**config.mk**
```make
export PLATFORM = sky130hd
export DESIGN_NAME = uart_line_echo_controller_unit_flat
export DESIGN_NICKNAME = d
export VERILOG_FILES = /design/src/hw/rtl/ulec_pkg.sv /design/src/hw/rtl/ulec_if.sv /design/src/hw/rtl/ulec_store.sv /design/src/hw/rtl/ulec_ctrl.sv /design/src/hw/rtl/uart_line_echo_controller_unit.sv /design/src/flat_wrapper.sv
export SDC_FILE = /design/constraint.sdc
export NUM_CORES = 1
export LEC_CHECK = 0
export BUFFER_PORTS_ARGS = -buffer_cell sky130_fd_sc_hd__buf_4
export CAP_MARGIN = 0
export CORE_MARGIN = 2
export CORE_UTILIZATION = 30
export DETAILED_ROUTE_END_ITERATION = 16
export GPL_ROUTABILITY_DRIVEN = 0
export SETUP_SLACK_MARGIN = 0.4
export SLEW_MARGIN = 20
export SYNTH_ARGS = -nofsm -noshare
export SYNTH_HDL_FRONTEND = slang
export SYNTH_HIERARCHICAL = 1
export SYNTH_SLANG_ARGS = --single-unit
```
**constraint.sdc**
```tcl
create_clock -name i_clk -period 5.9 [get_ports i_clk]
set_clock_uncertainty 0.2 [all_clocks]
set_input_delay 0.295 -clock i_clk [delete_from_list [all_inputs] [get_ports i_clk]]
set_output_delay 0.295 -clock i_clk [all_outputs]
set_load 0.005 [all_outputs]
```
**src/hw/rtl/ulec_pkg.sv**
```systemverilog
package ulec_pkg;

    // line buffer geometry
    localparam int unsigned LINE_CAPACITY = 64;
    localparam int unsigned ADDR_W        = $clog2(LINE_CAPACITY);
    localparam int unsigned CNT_W         = 7;

    localparam logic [CNT_W-1:0] CNT_FULL = CNT_W'(LINE_CAPACITY);

    // line terminators
    localparam logic [7:0] CH_LF = 8'h0A;
    localparam logic [7:0] CH_CR = 8'h0D;

    typedef enum logic [1:0] {
        MODE_RX   = 2'd0,
        MODE_TX   = 2'd1,
        MODE_WAIT = 2'd2
    } t_mode;

    // store access issued by the control stage
    typedef struct packed {
        logic              we;
        logic [ADDR_W-1:0] waddr;
        logic [7:0]        wdata;
        logic              re;
        logic [ADDR_W-1:0] raddr;
    } t_mem_req;

    // result fields known at the end of the control stage
    typedef struct packed {
        logic             valid;
        logic             tx_valid;
        t_mode            phase;
        logic             line_ready;
        logic [CNT_W-1:0] line_length;
    } t_stage;

endpackage

```
**src/hw/rtl/ulec_if.sv**
```systemverilog
// status snapshot channel
interface ulec_in_if;
    logic       valid;
    logic       ready;
    logic       rx_ready;
    logic       rx_error;
    logic [7:0] rx_byte;
    logic       tx_empty;
    logic       tx_done;

    modport source (output valid, rx_ready, rx_error, rx_byte, tx_empty, tx_done,
                    input ready);
    modport sink   (input valid, rx_ready, rx_error, rx_byte, tx_empty, tx_done,
                    output ready);
endinterface

// echo result channel
interface ulec_out_if;
    logic       valid;
    logic       ready;
    logic       tx_valid;
    logic [7:0] tx_char;
    logic [1:0] phase;
    logic       line_ready;
    logic [6:0] line_length;

    modport source (output valid, tx_valid, tx_char, phase, line_ready, line_length,
                    input ready);
    modport sink   (input valid, tx_valid, tx_char, phase, line_ready, line_length,
                    output ready);
endinterface

```
**src/hw/rtl/ulec_store.sv**
```systemverilog
module ulec_store (
    input  logic              i_clk,
    input  ulec_pkg::t_mem_req i_req,
    output logic [7:0]        o_rd_data
);

    logic [7:0] r_mem [ulec_pkg::LINE_CAPACITY];
    logic [7:0] r_rd_data;

    // single write port, registered read port
    always_ff @(posedge i_clk) begin
        if (i_req.we) begin
            r_mem[i_req.waddr] <= i_req.wdata;
        end
        if (i_req.re) begin
            r_rd_data <= r_mem[i_req.raddr];
        end
    end

    assign o_rd_data = r_rd_data;

endmodule

```
**src/hw/rtl/ulec_ctrl.sv**
```systemverilog
module ulec_ctrl (
    input  logic               i_clk,
    input  logic               i_rst_n,
    input  logic               i_valid,
    output logic               o_ready,
    input  logic               i_rx_ready,
    input  logic               i_rx_error,
    input  logic [7:0]         i_rx_byte,
    input  logic               i_tx_empty,
    input  logic               i_tx_done,
    input  logic               i_take,
    output ulec_pkg::t_mem_req o_req,
    output ulec_pkg::t_stage   o_stage
);

    localparam int unsigned CW = ulec_pkg::CNT_W;
    localparam int unsigned AW = ulec_pkg::ADDR_W;

    ulec_pkg::t_mode  r_mode, n_mode;
    logic [CW-1:0]    r_rcnt, n_rcnt;
    logic [CW-1:0]    r_scnt, n_scnt;
    logic [CW-1:0]    r_pos, n_pos;
    ulec_pkg::t_stage r_stage, n_stage;

    logic          accept;
    logic          fire;
    logic          term;
    logic [CW-1:0] pos_inc;
    logic [CW-1:0] rcnt_inc;

    // stage register frees up when empty or moving on
    assign o_ready = !r_stage.valid || i_take;
    assign accept  = i_valid && o_ready;

    assign term     = (i_rx_byte == ulec_pkg::CH_LF) || (i_rx_byte == ulec_pkg::CH_CR);
    assign pos_inc  = r_pos + CW'(1);
    assign rcnt_inc = r_rcnt + CW'(1);

    // phase sequencer and store access
    always_comb begin
        n_mode      = r_mode;
        n_rcnt      = r_rcnt;
        n_scnt      = r_scnt;
        n_pos       = r_pos;
        fire        = 1'b0;
        o_req       = '0;
        o_req.wdata = i_rx_byte;
        o_req.waddr = r_rcnt[AW-1:0];
        o_req.raddr = r_pos[AW-1:0];
        n_stage     = r_stage;
        if (i_take) begin
            n_stage.valid = 1'b0;
        end
        if (accept) begin
            n_stage.line_ready = 1'b0;
            unique case (r_mode)
                ulec_pkg::MODE_TX: begin
                    if (i_tx_empty && (r_pos < r_scnt)) begin
                        fire     = 1'b1;
                        o_req.re = 1'b1;
                        n_pos    = pos_inc;
                        if (pos_inc == r_scnt) begin
                            n_mode = ulec_pkg::MODE_WAIT;
                        end
                    end
                end
                ulec_pkg::MODE_WAIT: begin
                    if (i_tx_done) begin
                        n_rcnt = '0;
                        n_scnt = '0;
                        n_pos  = '0;
                        n_mode = ulec_pkg::MODE_RX;
                    end
                end
                default: begin
                    n_mode = ulec_pkg::MODE_RX;
                    if (i_rx_error) begin
                        n_rcnt = '0;
                    end else if (i_rx_ready && !(term && (r_rcnt == '0))) begin
                        if (r_rcnt < ulec_pkg::CNT_FULL) begin
                            o_req.we = 1'b1;
                            n_rcnt   = rcnt_inc;
                        end
                        if (term || (n_rcnt >= ulec_pkg::CNT_FULL)) begin
                            n_scnt             = n_rcnt;
                            n_pos              = '0;
                            n_mode             = ulec_pkg::MODE_TX;
                            n_stage.line_ready = 1'b1;
                        end
                    end
                end
            endcase
            n_stage.valid       = 1'b1;
            n_stage.tx_valid    = fire;
            n_stage.phase       = n_mode;
            n_stage.line_length = n_rcnt;
        end
    end

    // control state and stage register; the stage payload needs no reset
    always_ff @(posedge i_clk) begin
        if (!i_rst_n) begin
            r_mode        <= ulec_pkg::MODE_RX;
            r_rcnt        <= '0;
            r_scnt        <= '0;
            r_pos         <= '0;
            r_stage.valid <= 1'b0;
        end else begin
            r_mode        <= n_mode;
            r_rcnt        <= n_rcnt;
            r_scnt        <= n_scnt;
            r_pos         <= n_pos;
            r_stage.valid <= n_stage.valid;
        end
        r_stage.tx_valid    <= n_stage.tx_valid;
        r_stage.phase       <= n_stage.phase;
        r_stage.line_ready  <= n_stage.line_ready;
        r_stage.line_length <= n_stage.line_length;
    end

    assign o_stage = r_stage;

endmodule

```
**src/hw/rtl/uart_line_echo_controller_unit.sv**
```systemverilog
// Line-buffered UART echo controller.
// i_in carries one UART status snapshot per item (rx_ready, rx_error,
// rx_byte, tx_empty, tx_done); o_out returns exactly one result per item
// (tx_valid, tx_char, phase, line_ready, line_length), in order.
// Bytes of a line go into a 64-entry byte memory; a CR/LF ending a non-empty
// line or a full line switches to transmit, where each tx_empty item reads
// back the next byte. After the last byte the block waits for tx_done, then
// re-arms reception. A result goes from the control stage, with the memory
// read, to the output register, which drives o_out.
// Throughput: one item per cycle; the control state is updated in the cycle
// of acceptance, so the next item sees it with no bubble, and the store is
// written at acceptance, before any later read of the same entry.
// Stall: the output register and the control stage each hold one result, so
// an item is still taken while one result waits on o_out; with both full,
// i_in.ready drops until o_out.ready takes a result.
// Reset: synchronous, active low; returns to receive phase with empty
// counters and no results pending. The byte memory is not cleared.
module uart_line_echo_controller_unit (
    input  logic i_clk,
    input  logic i_rst_n,
    ulec_in_if.sink    i_in,
    ulec_out_if.source o_out
);

    ulec_pkg::t_mem_req mem_req;
    ulec_pkg::t_stage   stage;
    logic [7:0]         rd_data;
    logic               out_free;
    logic               take;

    logic               r_o_valid;
    logic               r_o_tx_valid;
    logic [7:0]         r_o_tx_char;
    logic [1:0]         r_o_phase;
    logic               r_o_line_ready;
    logic [6:0]         r_o_line_length;

    assign out_free = !r_o_valid || o_out.ready;
    assign take     = stage.valid && out_free;

    // phase control and store access
    ulec_ctrl u_ctrl (
        .i_clk      (i_clk),
        .i_rst_n    (i_rst_n),
        .i_valid    (i_in.valid),
        .o_ready    (i_in.ready),
        .i_rx_ready (i_in.rx_ready),
        .i_rx_error (i_in.rx_error),
        .i_rx_byte  (i_in.rx_byte),
        .i_tx_empty (i_in.tx_empty),
        .i_tx_done  (i_in.tx_done),
        .i_take     (take),
        .o_req      (mem_req),
        .o_stage    (stage)
    );

    // line byte memory
    ulec_store u_store (
        .i_clk     (i_clk),
        .i_req     (mem_req),
        .o_rd_data (rd_data)
    );

    // output register valid
    always_ff @(posedge i_clk) begin
        if (!i_rst_n) begin
            r_o_valid <= 1'b0;
        end else if (out_free) begin
            r_o_valid <= stage.valid;
        end
    end

    // output register payload
    always_ff @(posedge i_clk) begin
        if (take) begin
            r_o_tx_valid    <= stage.tx_valid;
            r_o_tx_char     <= stage.tx_valid ? rd_data : 8'h00;
            r_o_phase       <= stage.phase;
            r_o_line_ready  <= stage.line_ready;
            r_o_line_length <= stage.line_length;
        end
    end

    assign o_out.valid       = r_o_valid;
    assign o_out.tx_valid    = r_o_tx_valid;
    assign o_out.tx_char     = r_o_tx_char;
    assign o_out.phase       = r_o_phase;
    assign o_out.line_ready  = r_o_line_ready;
    assign o_out.line_length = r_o_line_length;

endmodule

```
**src/flat_wrapper.sv**
```systemverilog
// flat-port wrapper written by rule: the top's interface ports become plain ports
module uart_line_echo_controller_unit_flat 
  (i_clk, i_rst_n, i_in_valid, i_in_rx_ready, i_in_rx_error, i_in_rx_byte, i_in_tx_empty, i_in_tx_done, i_in_ready, o_out_valid, o_out_tx_valid, o_out_tx_char, o_out_phase, o_out_line_ready, o_out_line_length, o_out_ready);
  ulec_in_if i_in_i ();
  ulec_out_if o_out_i ();
  input  logic i_clk;
  input  logic i_rst_n;
  input wire logic [$bits(i_in_i.valid)-1:0] i_in_valid;
  input wire logic [$bits(i_in_i.rx_ready)-1:0] i_in_rx_ready;
  input wire logic [$bits(i_in_i.rx_error)-1:0] i_in_rx_error;
  input wire logic [$bits(i_in_i.rx_byte)-1:0] i_in_rx_byte;
  input wire logic [$bits(i_in_i.tx_empty)-1:0] i_in_tx_empty;
  input wire logic [$bits(i_in_i.tx_done)-1:0] i_in_tx_done;
  output wire logic [$bits(i_in_i.ready)-1:0] i_in_ready;
  output wire logic [$bits(o_out_i.valid)-1:0] o_out_valid;
  output wire logic [$bits(o_out_i.tx_valid)-1:0] o_out_tx_valid;
  output wire logic [$bits(o_out_i.tx_char)-1:0] o_out_tx_char;
  output wire logic [$bits(o_out_i.phase)-1:0] o_out_phase;
  output wire logic [$bits(o_out_i.line_ready)-1:0] o_out_line_ready;
  output wire logic [$bits(o_out_i.line_length)-1:0] o_out_line_length;
  input wire logic [$bits(o_out_i.ready)-1:0] o_out_ready;
  assign i_in_i.valid = i_in_valid;
  assign i_in_i.rx_ready = i_in_rx_ready;
  assign i_in_i.rx_error = i_in_rx_error;
  assign i_in_i.rx_byte = i_in_rx_byte;
  assign i_in_i.tx_empty = i_in_tx_empty;
  assign i_in_i.tx_done = i_in_tx_done;
  assign i_in_ready = i_in_i.ready;
  assign o_out_valid = o_out_i.valid;
  assign o_out_tx_valid = o_out_i.tx_valid;
  assign o_out_tx_char = o_out_i.tx_char;
  assign o_out_phase = o_out_i.phase;
  assign o_out_line_ready = o_out_i.line_ready;
  assign o_out_line_length = o_out_i.line_length;
  assign o_out_i.ready = o_out_ready;
  uart_line_echo_controller_unit u_core (.i_clk(i_clk), .i_rst_n(i_rst_n), .i_in(i_in_i), .o_out(o_out_i));
endmodule
```
==> summary.txt <==
Logic synthesis
  • Synth Instances: ~1200
  • Cell Area, Synth: between 20000 and 25000 sq um
  • Top FF cell, synth: edfxtp_1
  • Syn Nets: 1272
  • Ys async rst share: 0
  • Yosys Warn Count: 6
  • Yosys cell types: 70
  • Mean Syn Cell Area: 18.74 sq um
  • Flops & latches, synth: about 580
  • EDFF count, synth: 550
  • Sequential share of the synthesized area: 0.7298

Timing
  • TNS Setup: 0 ns
  • Min cycle time layout: 4.623 ns
  • Slew Limit Fails: 0
  • Unrepaired setup endpoints after global routing: no
  • Setup Viol. Count Final: 0
  • Final worst-path cycle share: 0.7836
  • Hold Vio Cnt, Final: 0
  • Max-slew headroom: 0.3453
  • Fmax: ~220 MHz
  • Slew @ Worst Pin: 0.9808 ns

GRT
  • Vias in the first global route: 11840
  • First-pass GRT wire length: about 80000 um
  • Global Route met1 Usage: 0.1829
  • GRT Max-Usage Layer: met2
  • Pin count of the biggest net entering global routing: between 60 and 70
  • Met3 usage: 0.02346
  • Total GRT Usage: 0.1350
  • Initial antenna violation count: 0
  • M2 GR Usage: 0.2225
  • Grt total ovfl: 0

Routing
  • Vias per cell: 4.976
  • Vias post-DR: around 12000
  • Drt total wl: roughly 54000 um
  • WL per Instance: ~23 um
  • DRC viols: 0
  • Initial DRT Pass Iterations: 5
  • Iteration-0 DRC Markers: 1087
  • Antenna-violating nets left: 0

Job
  • Max_cap viols: 0

CTS
  • CTS Buf Count: 54
  • H-tree depth: 2
  • Post-cts resize count: 0
  • Deepest clock path buffer count: 3
  • CTS tree: built
  • Clock Pin Slew Worst Setup and Hold Paths: 0.06 ns
  • Clk sinks: 575
  • Clock root buffer: clkbuf_16
  • Clock latency at the later pin of the worst-skew pair: about 0.60 ns

Critical path
  • Worst EP arrival: between 4 and 5 ns
  • CP Buf/Inv Count: 2
  • Worst R2R Path Depth: 10
  • Crit path cell chain: nor2b_4 -> nor2b_1 -> buf_4 -> nand2b_1 -> nand2_1 -> clkinv_1 -> nand2b_1 -> nor2_1 -> nand4_1 -> nor2_1
  • Worst Path Required: between 5 and 6 ns
  • Worst path depth: 10
  • Critical path peak fanout: 20
  • Max incr delay on CP: 0.88 ns
  • Family with the most delay on the worst path: simple AND/OR/NAND/NOR gates
  • CP endpoint kind: flop
  • Register-to-Register Setup Slack: around 1.3 ns
  • Worst setup SP type: flop
  • Crit-path slowest cell: nor2_1
  • Reg2reg start: u_core/o_out.valid
  • WS Path Type: flop to flop
  • Reg2reg end: u_core/u_store/r_mem[31][6]

Finish
  • Commonest cells after routing, fill and taps aside: edfxtp_1 (550), mux4_2 (126), nor2_1 (96)
  • Commonest non-fill, non-tap cell in the layout: edfxtp_1
  • Area delta synth->final: 13.78%
  • Antenna Cells: 0
  • NumNets Final: 1307
  • Layout cell share with drive strength beyond 1: 0.2298

Floorplan
  • Total core area: a little under 80000 sq um
  • Num rows: around 100
  • Die area: 79960 sq um
  • Die extent in y: ~280 um
  • Die width: 282.8 um
  • Starting Density: 0.3020
  • Total I/O pin count: 37

Place
  • IO buf count: 36
  • Final HPWL DP: 32610 um

Worst hold path
  • Hold depth: 6
  • Hold path start: i_in_tx_done
  • Endpoint, Worst Hold: u_core/u_ctrl/r_mode[0]
  • Worst min-delay path class: input pin to flop

Power and ir drop
  • LEAKAGE: between 7 and 8 nW
  • Peak supply drop: 0.1666 mV
  • Pwr dens: roughly 320 nW/um^2
  • Overall power: 8.381 mW

Status
  • Status: completed
==> worst register-to-register path, cell delays in order (launching register included) <==
cell and delay, ns:
dfxtp_1 0.31, nor2b_4 0.12, nor2b_1 0.11, buf_4 0.28, nand2b_1 0.19, nand2_1 0.26, clkinv_1 0.48, nand2b_1 0.18
nor2_1 0.41, nand4_1 0.83, nor2_1 0.89
==> report_power, final <==
part           switching (mW)  leakage (nW)  total, mW  internal [mW]
registers             0.00980          5.17       4.49           4.48
clock network            1.51         0.936       3.74           2.23
logic                   0.113          1.80      0.152         0.0390
total                    1.63          7.90       8.38           6.75
==> worst max path at each step <==
stage | from | end | slack (ns)
6_report | u_core/o_out.valid | u_core/u_store/r_mem[31][6] | 1.28
3_5_place_dp | i_in_rx_byte[1] | u_core/u_store/r_mem[15][5] | 1.16
4_1_cts | u_core/o_out.valid | u_core/u_store/r_mem[15][0] | 1.23
3_3_place_gp | i_in_rx_byte[1] | u_core/u_store/r_mem[62][3] | 1.36
5_1_grt | u_core/o_out.valid | u_core/u_store/r_mem[7][6] | 0.85
2_1_floorplan | u_core/o_out.valid | u_core/u_store/r_mem[62][0] | 2.07
==> cells by family after synthesis <==
family	Yosys count	synth area share
buf+inv	99	0.02528
fa+ha+maj	12	0.006440
simple gates	258	0.05538
compound gates	122	0.03907
flops	575	0.7298
mux	164	0.1387
xor+xnor	14	0.005259
==> what timing repair did <==
action	in CTS	in global routing
hold endpoints to repair	17	0
hold buffers	8	0
buffers inserted	0	0
==> synthesized netlist by cell type, types with 5 or more instances <==
cell type  count  share of area
inv_1         15         0.0024
mux4_2       126           0.12
xor2_1         7         0.0026
o21ai_0        9         0.0019
o22ai_1        9         0.0024
ha_1          12         0.0064
nand3_1       21         0.0045
buf_4         33          0.011
a221oi_1       7         0.0026
nor2_1        96          0.015
buf_6          6         0.0029
clkbuf_1      25         0.0040
xnor2_1        7         0.0026
a31oi_1        8         0.0021
nor3_1        15         0.0032
edfxtp_1     550           0.71
mux2_2        13         0.0063
a21oi_1       15         0.0032
mux2i_1       25          0.011
nand4_1        7         0.0019
nand2b_1      17         0.0046
buf_2         13         0.0028
dfxtp_1       25          0.021
nor2b_1       24         0.0064
a211oi_1       6         0.0019
nand2_1       39         0.0063
o21ai_1        8         0.0017
and2_1        11         0.0030
o21a_1         5         0.0016
o2bb2ai_1     10         0.0038
o221ai_1       9         0.0034
==> metrics by stage <==
step	util	setup slack [ns]	hold slack [ns]	cell area (sq um)	cells
3_5_place_dp	0.3177	1.156	0.2115	24530	2255
3_3_place_gp	0.3177	1.359	0.2085	24530	2255
6_report	0.3436	1.277	0.08255	26530	2363
4_1_cts	0.3436	1.234	0.01526	26530	2363
2_1_floorplan	-	2.066	0.2003	23310	1244
5_1_grt	0.3436	0.8452	0.06044	26530	2363
==> layer usage <==
layer / vias up / share of wire
li1: 5091 / -
met1: 6158 / 0.43
met2: 433 / 0.48
met3: 76 / 0.061
met4: 0 / 0.026
met5: - / 0
==> registers in the layout (all words and copies together), names as in the netlist, 2 cells and up <==
register,count
u_core/o_out.line_length,7
u_core/o_out.phase,2
u_core/o_out.tx_char,8
u_core/u_ctrl/o_stage,12
u_core/u_ctrl/r_mode,2
u_core/u_ctrl/r_pos,7
u_core/u_ctrl/r_rcnt,7
u_core/u_ctrl/r_scnt,7
u_core/u_store/o_rd_data,8
u_core/u_store/r_mem,512
==> cell type report <==
| cell class | instances | area [sq um] |
|---|---|---|
| Tap cell | 1040 | 1301 |
| Clock buffer | 59 | 1391 |
| Fill cell | 7179 | 50680 |
| Timing Repair Buffer | 62 | 510.5 |
| Sequential cell | 575 | 17030 |
| Clock inverter | 41 | 525.5 |
| Multi-Input combinational cell | 570 | 5709 |
| Inverter | 16 | 60.06 |
(Power assumes the default switching activity.)
